### src/rtl/sdgt_pkg.sv
// Shared types, constants and helpers for the sequence duplicate/gap tracker.
package sdgt_pkg;

  localparam int SEQ_BITS_DEF      = 32;
  localparam int CNT_BITS          = 32;
  localparam int INTERVAL_BITS     = 16;
  localparam logic [CNT_BITS-1:0]      SUMMARY_RESET  = 32'd25;
  localparam logic [INTERVAL_BITS-1:0] INTERVAL_RESET = 16'd25;

  // Configuration register indexes
  typedef enum logic [0:0] {
    CFG_FAULT_TEST       = 1'b0,
    CFG_SUMMARY_INTERVAL = 1'b1
  } cfg_index_t;

  typedef enum logic [1:0] {
    VERDICT_MALFORMED = 2'd0,
    VERDICT_UNIQUE    = 2'd1,
    VERDICT_DUPLICATE = 2'd2
  } verdict_t;

  typedef struct packed {
    verdict_t            verdict;
    logic                send_ack;
    logic                reack;
    logic                ack_suppressed;
    logic [CNT_BITS-1:0] ack_sequence;
    logic [CNT_BITS-1:0] unique_count;
    logic [CNT_BITS-1:0] duplicate_count;
    logic [CNT_BITS-1:0] missing_count;
    logic [CNT_BITS-1:0] malformed_count;
    logic [CNT_BITS-1:0] ack_count;
    logic [CNT_BITS-1:0] suppressed_count;
    logic                summary_due;
  } result_t;

  // Divisible by ten: even, and divisible by five. Since 16 = 1 mod 5, the
  // sum of the hex digits keeps the residue; fold it once more and match.
  function automatic logic div_by_ten(input logic [31:0] v);
    logic [6:0] s;
    logic [4:0] t;
    s = '0;
    for (int i = 0; i < 8; i++) begin
      s = s + 7'(v[4*i +: 4]);
    end
    t = 5'(s[3:0]) + 5'(s[6:4]);
    return !v[0] && (t == 5'd0 || t == 5'd5 || t == 5'd10 || t == 5'd15 || t == 5'd20);
  endfunction

endpackage

### src/rtl/seq_duplicate_gap_tracker.sv
// Top level of the receive-side sequence duplicate/gap tracker.
//
//   channel | signals                               | direction | accepted when
//   --------+---------------------------------------+-----------+--------------------
//   in      | in_valid/in_ready, sequence_req, ...  | into      | in_valid & in_ready
//   out     | out_valid/out_ready, verdict, ...     | out of    | out_valid & out_ready
//   cfg     | cfg_we, cfg_index, cfg_data           | into      | cfg_we
//
// Each item passes an input register, then compare/add logic into the result
// register; one item per cycle is sustained while out_ready stays high.
// The tracker state updates when the item moves into the result register.
// in_ready drops only when both registers hold items and out_ready is low.
// Synchronous reset clears all counters, the summary threshold (25) and the
// configuration (fault test off, interval 25).
module seq_duplicate_gap_tracker
  import sdgt_pkg::*;
#(
  parameter int SEQ_BITS = SEQ_BITS_DEF
) (
  input  logic                     clk,
  input  logic                     rst,
  // input items
  input  logic                     in_valid,
  output logic                     in_ready,
  input  logic [31:0]              sequence_req,
  input  logic                     parse_ok,
  // result items
  output logic                     out_valid,
  input  logic                     out_ready,
  output logic [1:0]               verdict,
  output logic                     send_ack,
  output logic                     reack,
  output logic                     ack_suppressed,
  output logic [31:0]              ack_sequence,
  output logic [31:0]              unique_count,
  output logic [31:0]              duplicate_count,
  output logic [31:0]              missing_count,
  output logic [31:0]              malformed_count,
  output logic [31:0]              ack_count,
  output logic [31:0]              suppressed_count,
  output logic                     summary_due,
  // configuration writes
  input  logic                     cfg_we,
  input  logic [0:0]               cfg_index,
  input  logic [INTERVAL_BITS-1:0] cfg_data
);

  // Configuration registers
  logic                     fault_test_enable;
  logic [INTERVAL_BITS-1:0] summary_interval;

  // Input stage
  logic                in_full;
  logic [SEQ_BITS-1:0] in_seq;
  logic                in_ok;

  // Result stage
  result_t res;
  result_t res_q;
  logic    advance;

  // Move the held item forward whenever the result register is free or drains.
  assign advance  = in_full && (!out_valid || out_ready);
  assign in_ready = !in_full || advance;

  always_ff @(posedge clk) begin
    if (rst) begin
      fault_test_enable <= 1'b0;
      summary_interval  <= INTERVAL_RESET;
    end else if (cfg_we) begin
      unique case (cfg_index_t'(cfg_index))
        CFG_FAULT_TEST:       fault_test_enable <= cfg_data[0];
        CFG_SUMMARY_INTERVAL: summary_interval  <= cfg_data;
        default: ;
      endcase
    end
  end

  // Hold the input item; keep only the low SEQ_BITS of the sequence.
  always_ff @(posedge clk) begin
    if (rst) begin
      in_full <= 1'b0;
    end else if (in_valid && in_ready) begin
      in_full <= 1'b1;
    end else if (advance) begin
      in_full <= 1'b0;
    end
  end

  always_ff @(posedge clk) begin
    if (in_valid && in_ready) begin
      in_seq <= sequence_req[SEQ_BITS-1:0];
      in_ok  <= parse_ok;
    end
  end

  sdgt_eval #(
    .SEQ_BITS(SEQ_BITS)
  ) u_eval (
    .clk              (clk),
    .rst              (rst),
    .fire             (advance),
    .seq              (in_seq),
    .ok               (in_ok),
    .fault_test_enable(fault_test_enable),
    .summary_interval (summary_interval),
    .res              (res)
  );

  // Result register: load on advance, drop once taken.
  always_ff @(posedge clk) begin
    if (rst) begin
      out_valid <= 1'b0;
    end else if (advance) begin
      out_valid <= 1'b1;
    end else if (out_ready) begin
      out_valid <= 1'b0;
    end
  end

  always_ff @(posedge clk) begin
    if (advance) begin
      res_q <= res;
    end
  end

  assign verdict          = res_q.verdict;
  assign send_ack         = res_q.send_ack;
  assign reack            = res_q.reack;
  assign ack_suppressed   = res_q.ack_suppressed;
  assign ack_sequence     = res_q.ack_sequence;
  assign unique_count     = res_q.unique_count;
  assign duplicate_count  = res_q.duplicate_count;
  assign missing_count    = res_q.missing_count;
  assign malformed_count  = res_q.malformed_count;
  assign ack_count        = res_q.ack_count;
  assign suppressed_count = res_q.suppressed_count;
  assign summary_due      = res_q.summary_due;

endmodule

### src/rtl/sdgt_eval.sv
// Tracker state and the per-item classification, counter and summary logic.
module sdgt_eval
  import sdgt_pkg::*;
#(
  parameter int SEQ_BITS = SEQ_BITS_DEF
) (
  input  logic                     clk,
  input  logic                     rst,
  input  logic                     fire,
  input  logic [SEQ_BITS-1:0]      seq,
  input  logic                     ok,
  input  logic                     fault_test_enable,
  input  logic [INTERVAL_BITS-1:0] summary_interval,
  output result_t                  res
);

  logic                seen_first;
  logic [SEQ_BITS-1:0] last_unique_seq;
  logic [SEQ_BITS-1:0] last_suppressed_seq;
  logic [CNT_BITS-1:0] next_summary_at;
  logic [CNT_BITS-1:0] unique_total;
  logic [CNT_BITS-1:0] duplicate_total;
  logic [CNT_BITS-1:0] missing_total;
  logic [CNT_BITS-1:0] malformed_total;
  logic [CNT_BITS-1:0] ack_total;
  logic [CNT_BITS-1:0] suppressed_total;

  logic                is_dup;
  logic                is_uniq;
  logic                supp;
  logic                ack;
  logic                due;
  logic [SEQ_BITS-1:0] gap;
  logic [CNT_BITS-1:0] unique_next;
  logic [CNT_BITS-1:0] duplicate_next;
  logic [CNT_BITS-1:0] missing_next;
  logic [CNT_BITS-1:0] malformed_next;
  logic [CNT_BITS-1:0] ack_next;
  logic [CNT_BITS-1:0] suppressed_next;

  always_comb begin
    is_dup  = ok && seen_first && (seq <= last_unique_seq);
    is_uniq = ok && !is_dup;
    // All-ones is odd, so the reset value never matches a suppressible sequence.
    supp    = is_uniq && fault_test_enable && div_by_ten(32'(seq)) &&
              (last_suppressed_seq != seq);
    ack     = is_dup || (is_uniq && !supp);
    gap     = seq - last_unique_seq - 1'b1;

    unique_next     = unique_total + CNT_BITS'(is_uniq);
    duplicate_next  = duplicate_total + CNT_BITS'(is_dup);
    malformed_next  = malformed_total + CNT_BITS'(!ok);
    ack_next        = ack_total + CNT_BITS'(ack);
    suppressed_next = suppressed_total + CNT_BITS'(supp);
    missing_next    = (is_uniq && seen_first) ? missing_total + CNT_BITS'(gap)
                                              : missing_total;
    due = ok && (unique_next >= next_summary_at);

    res.verdict          = !ok ? VERDICT_MALFORMED :
                           (is_dup ? VERDICT_DUPLICATE : VERDICT_UNIQUE);
    res.send_ack         = ack;
    res.reack            = is_dup;
    res.ack_suppressed   = supp;
    res.ack_sequence     = ok ? CNT_BITS'(seq) : '0;
    res.unique_count     = unique_next;
    res.duplicate_count  = duplicate_next;
    res.missing_count    = missing_next;
    res.malformed_count  = malformed_next;
    res.ack_count        = ack_next;
    res.suppressed_count = suppressed_next;
    res.summary_due      = due;
  end

  always_ff @(posedge clk) begin
    if (rst) begin
      seen_first          <= 1'b0;
      last_unique_seq     <= '0;
      last_suppressed_seq <= '1;
      next_summary_at     <= SUMMARY_RESET;
      unique_total        <= '0;
      duplicate_total     <= '0;
      missing_total       <= '0;
      malformed_total     <= '0;
      ack_total           <= '0;
      suppressed_total    <= '0;
    end else if (fire) begin
      unique_total     <= unique_next;
      duplicate_total  <= duplicate_next;
      missing_total    <= missing_next;
      malformed_total  <= malformed_next;
      ack_total        <= ack_next;
      suppressed_total <= suppressed_next;
      if (is_uniq) begin
        seen_first      <= 1'b1;
        last_unique_seq <= seq;
      end
      if (supp) begin
        last_suppressed_seq <= seq;
      end
      if (due) begin
        next_summary_at <= next_summary_at + CNT_BITS'(summary_interval);
      end
    end
  end

endmodule

### config.mk
export PLATFORM = sky130hd
export DESIGN_NAME = seq_duplicate_gap_tracker
export DESIGN_NICKNAME = d
export VERILOG_FILES = /design/src/rtl/sdgt_pkg.sv /design/src/rtl/seq_duplicate_gap_tracker.sv /design/src/rtl/sdgt_eval.sv
export SDC_FILE = /design/constraint.sdc
export NUM_CORES = 1
export LEC_CHECK = 0
export BUFFER_PORTS_ARGS = -buffer_cell sky130_fd_sc_hd__buf_2
export CAP_MARGIN = 20
export CORE_UTILIZATION = 60
export CTS_BUF_LIST = sky130_fd_sc_hd__clkbuf_2 sky130_fd_sc_hd__clkbuf_4 sky130_fd_sc_hd__clkbuf_8
export DETAILED_ROUTE_END_ITERATION = 16
export GPL_TIMING_DRIVEN = 0
export PLACE_DENSITY_LB_ADDON = 0.3
export RECOVER_POWER = 100
export SLEW_MARGIN = 40
export SYNTH_ARGS = -nofsm -noshare
export SYNTH_HDL_FRONTEND = slang
export SYNTH_SLANG_ARGS = --single-unit
### constraint.sdc
create_clock -name clk -period 16.43 [get_ports clk]
set_input_delay 1.643 -clock clk [delete_from_list [all_inputs] [get_ports clk]]
set_output_delay 1.643 -clock clk [all_outputs]
set_load 0.01 [all_outputs]
* Yosys cells after proc, flatten, opt, wreduce, memory -nomap -nowiden
Index checks and enable logic that the tools add are counted.
** Storage, ports and cells
- Register bits after elaboration :: 571
- Output and inout bits :: 232
** Operators by class
- Add/sub/neg operators :: 17
- $lt $le $gt $ge :: 2
- Eq/ne operators :: 5
- Multiplexer cells :: 6
- Bitwise logic cells :: 1
- Reductions and logical operators :: 33
** Operators with widths (count)
- $add A32 B1 Y32 :: 5
- $add A7 B4 Y7 :: 6
- $add A32 B16 Y32 :: 1
- $add A32 B32 Y32 :: 1
- $ge A32 B32 Y1 :: 1
- $le A32 B32 Y1 :: 1
- $mux W32 :: 1
- $ne A32 B32 Y1 :: 1
- $sub A32 B1 Y32 const B :: 1
- $sub A32 B32 Y32 :: 1
- $logic_and A1 B1 Y1 :: 12
- $eq A5 B4 Y1 const B :: 2
- $reduce_and A2 Y1 :: 5
- $logic_or A1 B1 Y1 :: 7
- $logic_not A1 Y1 :: 6
- $add A4 B3 Y5 :: 1
- $add A4 B4 Y5 :: 1
- $eq A5 B3 Y1 const B :: 1
- $eq A5 B5 Y1 const B :: 1
- $logic_not A5 Y1 :: 1
- $mux W1 :: 4
- $reduce_bool A2 Y1 :: 2
- $mux W2 :: 1
- $not A1 Y1 :: 1

* Depth between registers and ports, before layout
- Depth after elaboration :: 20
- Mapped depth :: 34
- Gate-level depth less buffers :: 33

* Hierarchy
A second synthesis with hierarchy kept.
** Second synthesis, totals
- Cells, all modules :: 2858
- Area total of the unflattened synthesis :: 29002.8 um^2
** By module, submodules not included
- sdgt_eval :: times used 1, cells an instance 2510, area an instance 20275.7 um^2, sequential area each 5785.5 um^2
- seq_duplicate_gap_tracker :: times used 1, cells an instance 348, area an instance 8727.1 um^2, sequential area each 8277.9 um^2

* Worst setup path before layout
OpenSTA, ideal clock, no wires.
- Path type :: in2reg
- Start point :: input port out_ready
- End point :: register res_q (netlist bit ack_count[0]) (enable)
- Setup time :: 0.683 ns
- Arrival :: 8.908 ns
- Data required time :: 15.747 ns
- Slack :: 6.839 ns
- Stages on the path :: 6
- Buffers on the path :: 3
- Cells stage by stage :: nor2b_1 nand2b_1 inv_2 clkbuf_1 clkbuf_1 buf_1
** On the way
- Cells in the longest elaborated chain, start to end :: 2
** Ends and longest elaborated chain
- from (decl) :: RTL line seq_duplicate_gap_tracker.sv:29 : input logic out_ready,
- $logic_or A1 B1 Y1 :: RTL line seq_duplicate_gap_tracker.sv:63 : assign advance = in_full && (!out_valid || out_ready);
- $logic_and A1 B1 Y1 :: RTL line seq_duplicate_gap_tracker.sv:63
- net advance :: RTL line seq_duplicate_gap_tracker.sv:60 : logic advance;
- to (signal assigned) :: RTL line seq_duplicate_gap_tracker.sv:123 : res_q <= res;
- to (decl) :: RTL line seq_duplicate_gap_tracker.sv:59 : result_t res_q;
The timed path passes the listed nets, and every way through them passes these cells.
A chain may end at the register's enable or synchronous reset.

==> reports/metrics.cfg <==
[status]
status=complete, but fails checks
violations=max-capacitance violations, max-slew violations

[floorplan]
die_y_um=223
std_cell_rows=80
design.die.area_um2=49500
start_util_pct=61.0
core_area_um2=47800
ioPinCount=287
fp.dieW_um=223

[clock_tree]
cts_sinks=571
clk_pin_slew_worst_paths_ns=0.06
clk_latency_ns=0.71
cts_buffer_depth=3
cts_buffers=93
htree_num_levels=3
cts-resized-gates=0
postCtsSetupRepairBufs=0
root_buffer=clkbuf_8
cts_tree=yes
cts_hold_buf=0

[worst_setup_path]
path_class=flop to flop
crit_top_cell=fa_1
critPathBufInv=3
critPathSlowestCell=nor4b_1
crit_path_max_fanout=6
path_delay_family=adder cells
cp.required_ns=16.97
slowest_delay_ns=1.04
startpoint_type=flop
crit_arrival_ns=10.71
endpoint_kind=flop

[yosys]
syn_area_per_cell_um2=10.1
synth_top_family_by_area=simple AND/OR/NAND/NOR gates
synthAdderAreaFrac_pct=9.55
synth-simple-area-share_pct=15.9
netlist_area_um2=29200
synth_seq_area_share_pct=48.2
synth_ff_type=dfxtp_1
yosys_warnings=0
synth_cells=2898
muxShareOfSynthArea_pct=2.72
synth_nets=3144
synth_compound_area_share_pct=8.60
synth_seq_cells=571
synthXorXnorAreaFrac_pct=10.1
async_flop_share_pct=0
synth-edff-count=263
synth_cell_types=85

[placed_design]
io_buffers=285
finalWeightedCongestion=0.949
place_area_um2=31700
dp_cells=3809
dp_hpwl_mm=57.8

[power_and_ir_drop]
peakVddDrop_mv=0.153
power.density_nw_per_um2=110
leakage_nw=12.9

[job]
maxCapViolCount=4

[finish]
drive_above_1_share_pct=7.69
fillers=3818
fin_nets=3535
regArea_um2=14100
area_growth_pct=12.7
multi_input_comb_area_um2=13500
stdcell_count=3982
fin_area_um2=32900

[sta]
timing.fmax_mhz=98.3
hold_slack_ns=0.464
tns_ns=0
drv_slew=90
hold_viol=0
period_needed_ns=10.17
rsz0062_at_grt=no
worstMarginPinSlew_ns=2.43
fin_crit_sh_pct=61.9
setup_viol=0
slew_headroom_pct=-62.3
skew_ns=0.0371

[grt]
grt.overflow.total=0
antenna_found_initial=0
track_usage_pct=30.8
grt_pass1_vias=22200
grt_pass1_wl_mm=119
grt_max_degree=34

[drt]
drt-wirelength-per-cell_um=19.5
vias=22800
routed_via_density=5.72
ant_nets=0
dr.first_iter.drc_count=1842
dr.pass1.iters=5
drc=0
drt_wl_total_mm=77.6

[min_path]
worstHoldPathType=flop to flop

## Yosys cell counts, types with 52 or more instances
master,instances,area (um^2)
xnor2_1,163,1430
a21oi_1,138,691
clkbuf_1,87,327
nor3_1,63,315
nor2_1,317,1190
edfxtp_1,263,7900
fa_1,53,1060
dfxtp_1,308,6170
ha_1,138,1730
inv_1,237,890
nand2_1,234,878
xor2_1,175,1530
o21ai_0,78,390
mux2i_1,52,521
nand3_1,92,460
## layout by cell type (no fill, tap or decap), types with 44 or more instances in the layout
master and n:
a21o_1 45, a21oi_1 138, buf_2 62, clkbuf_1 349, clkbuf_4 44, clkbuf_8 103
dfxtp_1 308, edfxtp_1 263, fa_1 53, ha_1 138, inv_1 238, mux2i_1 52
nand2_1 234, nand3_1 98, nand4_1 49, nor2_1 322, nor3_1 67, o21ai_0 88
or3_1 45, xnor2_1 163, xor2_1 175
## report_power, final
group / internal (W) / total, W / leakage (nW) / switching, W
logic: 0.000281 / 0.000722 / 6.98 / 0.000441
clock network: 0.000742 / 0.00132 / 1.05 / 0.000581
registers: 0.00153 / 0.00156 / 4.91 / 0.0000276
## path summary, 6_finish.rpt
| kind | startpoint | end | slack (ns) | cells after the start |
|---|---|---|---|---|
| worst max register to register | in_seq[0]$_DFFE_PP_ | u_eval.suppressed_total[31]$_SDFFE_PP0P_ | 6.26 | 31 |
| worst min register to register | summary_interval[13]$_SDFFE_PP0P_ | summary_interval[13]$_SDFFE_PP0P_ | 0.46 | 2 |
| worst min-delay path | summary_interval[13]$_SDFFE_PP0P_ | summary_interval[13]$_SDFFE_PP0P_ | 0.46 | 2 |
| worst max-delay path | in_seq[0]$_DFFE_PP_ | u_eval.suppressed_total[31]$_SDFFE_PP0P_ | 6.26 | 31 |
## registers in the layout, indices dropped and copies added, names as in the netlist, 16 cells and up
signal	cells
ack_count	32
ack_sequence	32
duplicate_count	32
in_seq	32
malformed_count	32
missing_count	32
summary_interval	16
suppressed_count	32
u_eval.ack_total	32
u_eval.duplicate_total	32
u_eval.last_suppressed_seq	32
u_eval.last_unique_seq	32
u_eval.malformed_total	32
u_eval.missing_total	32
u_eval.next_summary_at	32
u_eval.suppressed_total	32
u_eval.unique_total	32
unique_count	32
## worst reg2reg max path: cells and delay by family, from the launching register on
kind	cells	cell delay, ns
DFF	1	0.59
buffers and inverters	3	0.22
AOI/OAI and AO/OA	3	1.04
xor gates and xnor gates	5	1.01
and+or+nand+nor	11	3.16
adders and majority gates	9	4.01
## per-layer routing
metal	GRT usage, %	vias up	share of wire [%]
met5	0	-	0
met4	14.4	0	4.2
met3	5.01	194	6.3
met2	51.7	852	48
met1	39.1	11000	42
li1	-	10700	-
## metrics by stage
step | setup slack [ns] | power, W | util, %
floorplan | 6.84 | 0.00211 | -
global placement | 3.37 | 0.00229 | 65.6
detailed placement | 6.97 | 0.00232 | 66.3
CTS | 6.89 | 0.00363 | 70.4
global route | 5.74 | 0.00376 | 68.8
finish | 6.26 | 0.00361 | 68.8
## logic make-up after synthesis
| logic type | after synthesis |
|---|---|
| AOI/OAI and AO/OA | 405 |
| xor gates and xnor gates | 338 |
| adders and majority gates | 191 |
| buffers and inverters | 362 |
| DFF | 571 |
| muxes | 76 |
| and+or+nand+nor | 955 |
## area by class of cell
cell class | instances | area share [%]
timing repair buffer | 296 | 3.57
antenna | 1 | 0.00760
buffer | 123 | 1.50
clock buffer | 147 | 5.31
inverter | 239 | 2.73
sequential | 571 | 42.7
multi-input combinational | 1965 | 41.1
tap | 615 | 2.34
clock inverter | 25 | 0.757
Note: power is estimated with default switching activity, not from simulation.
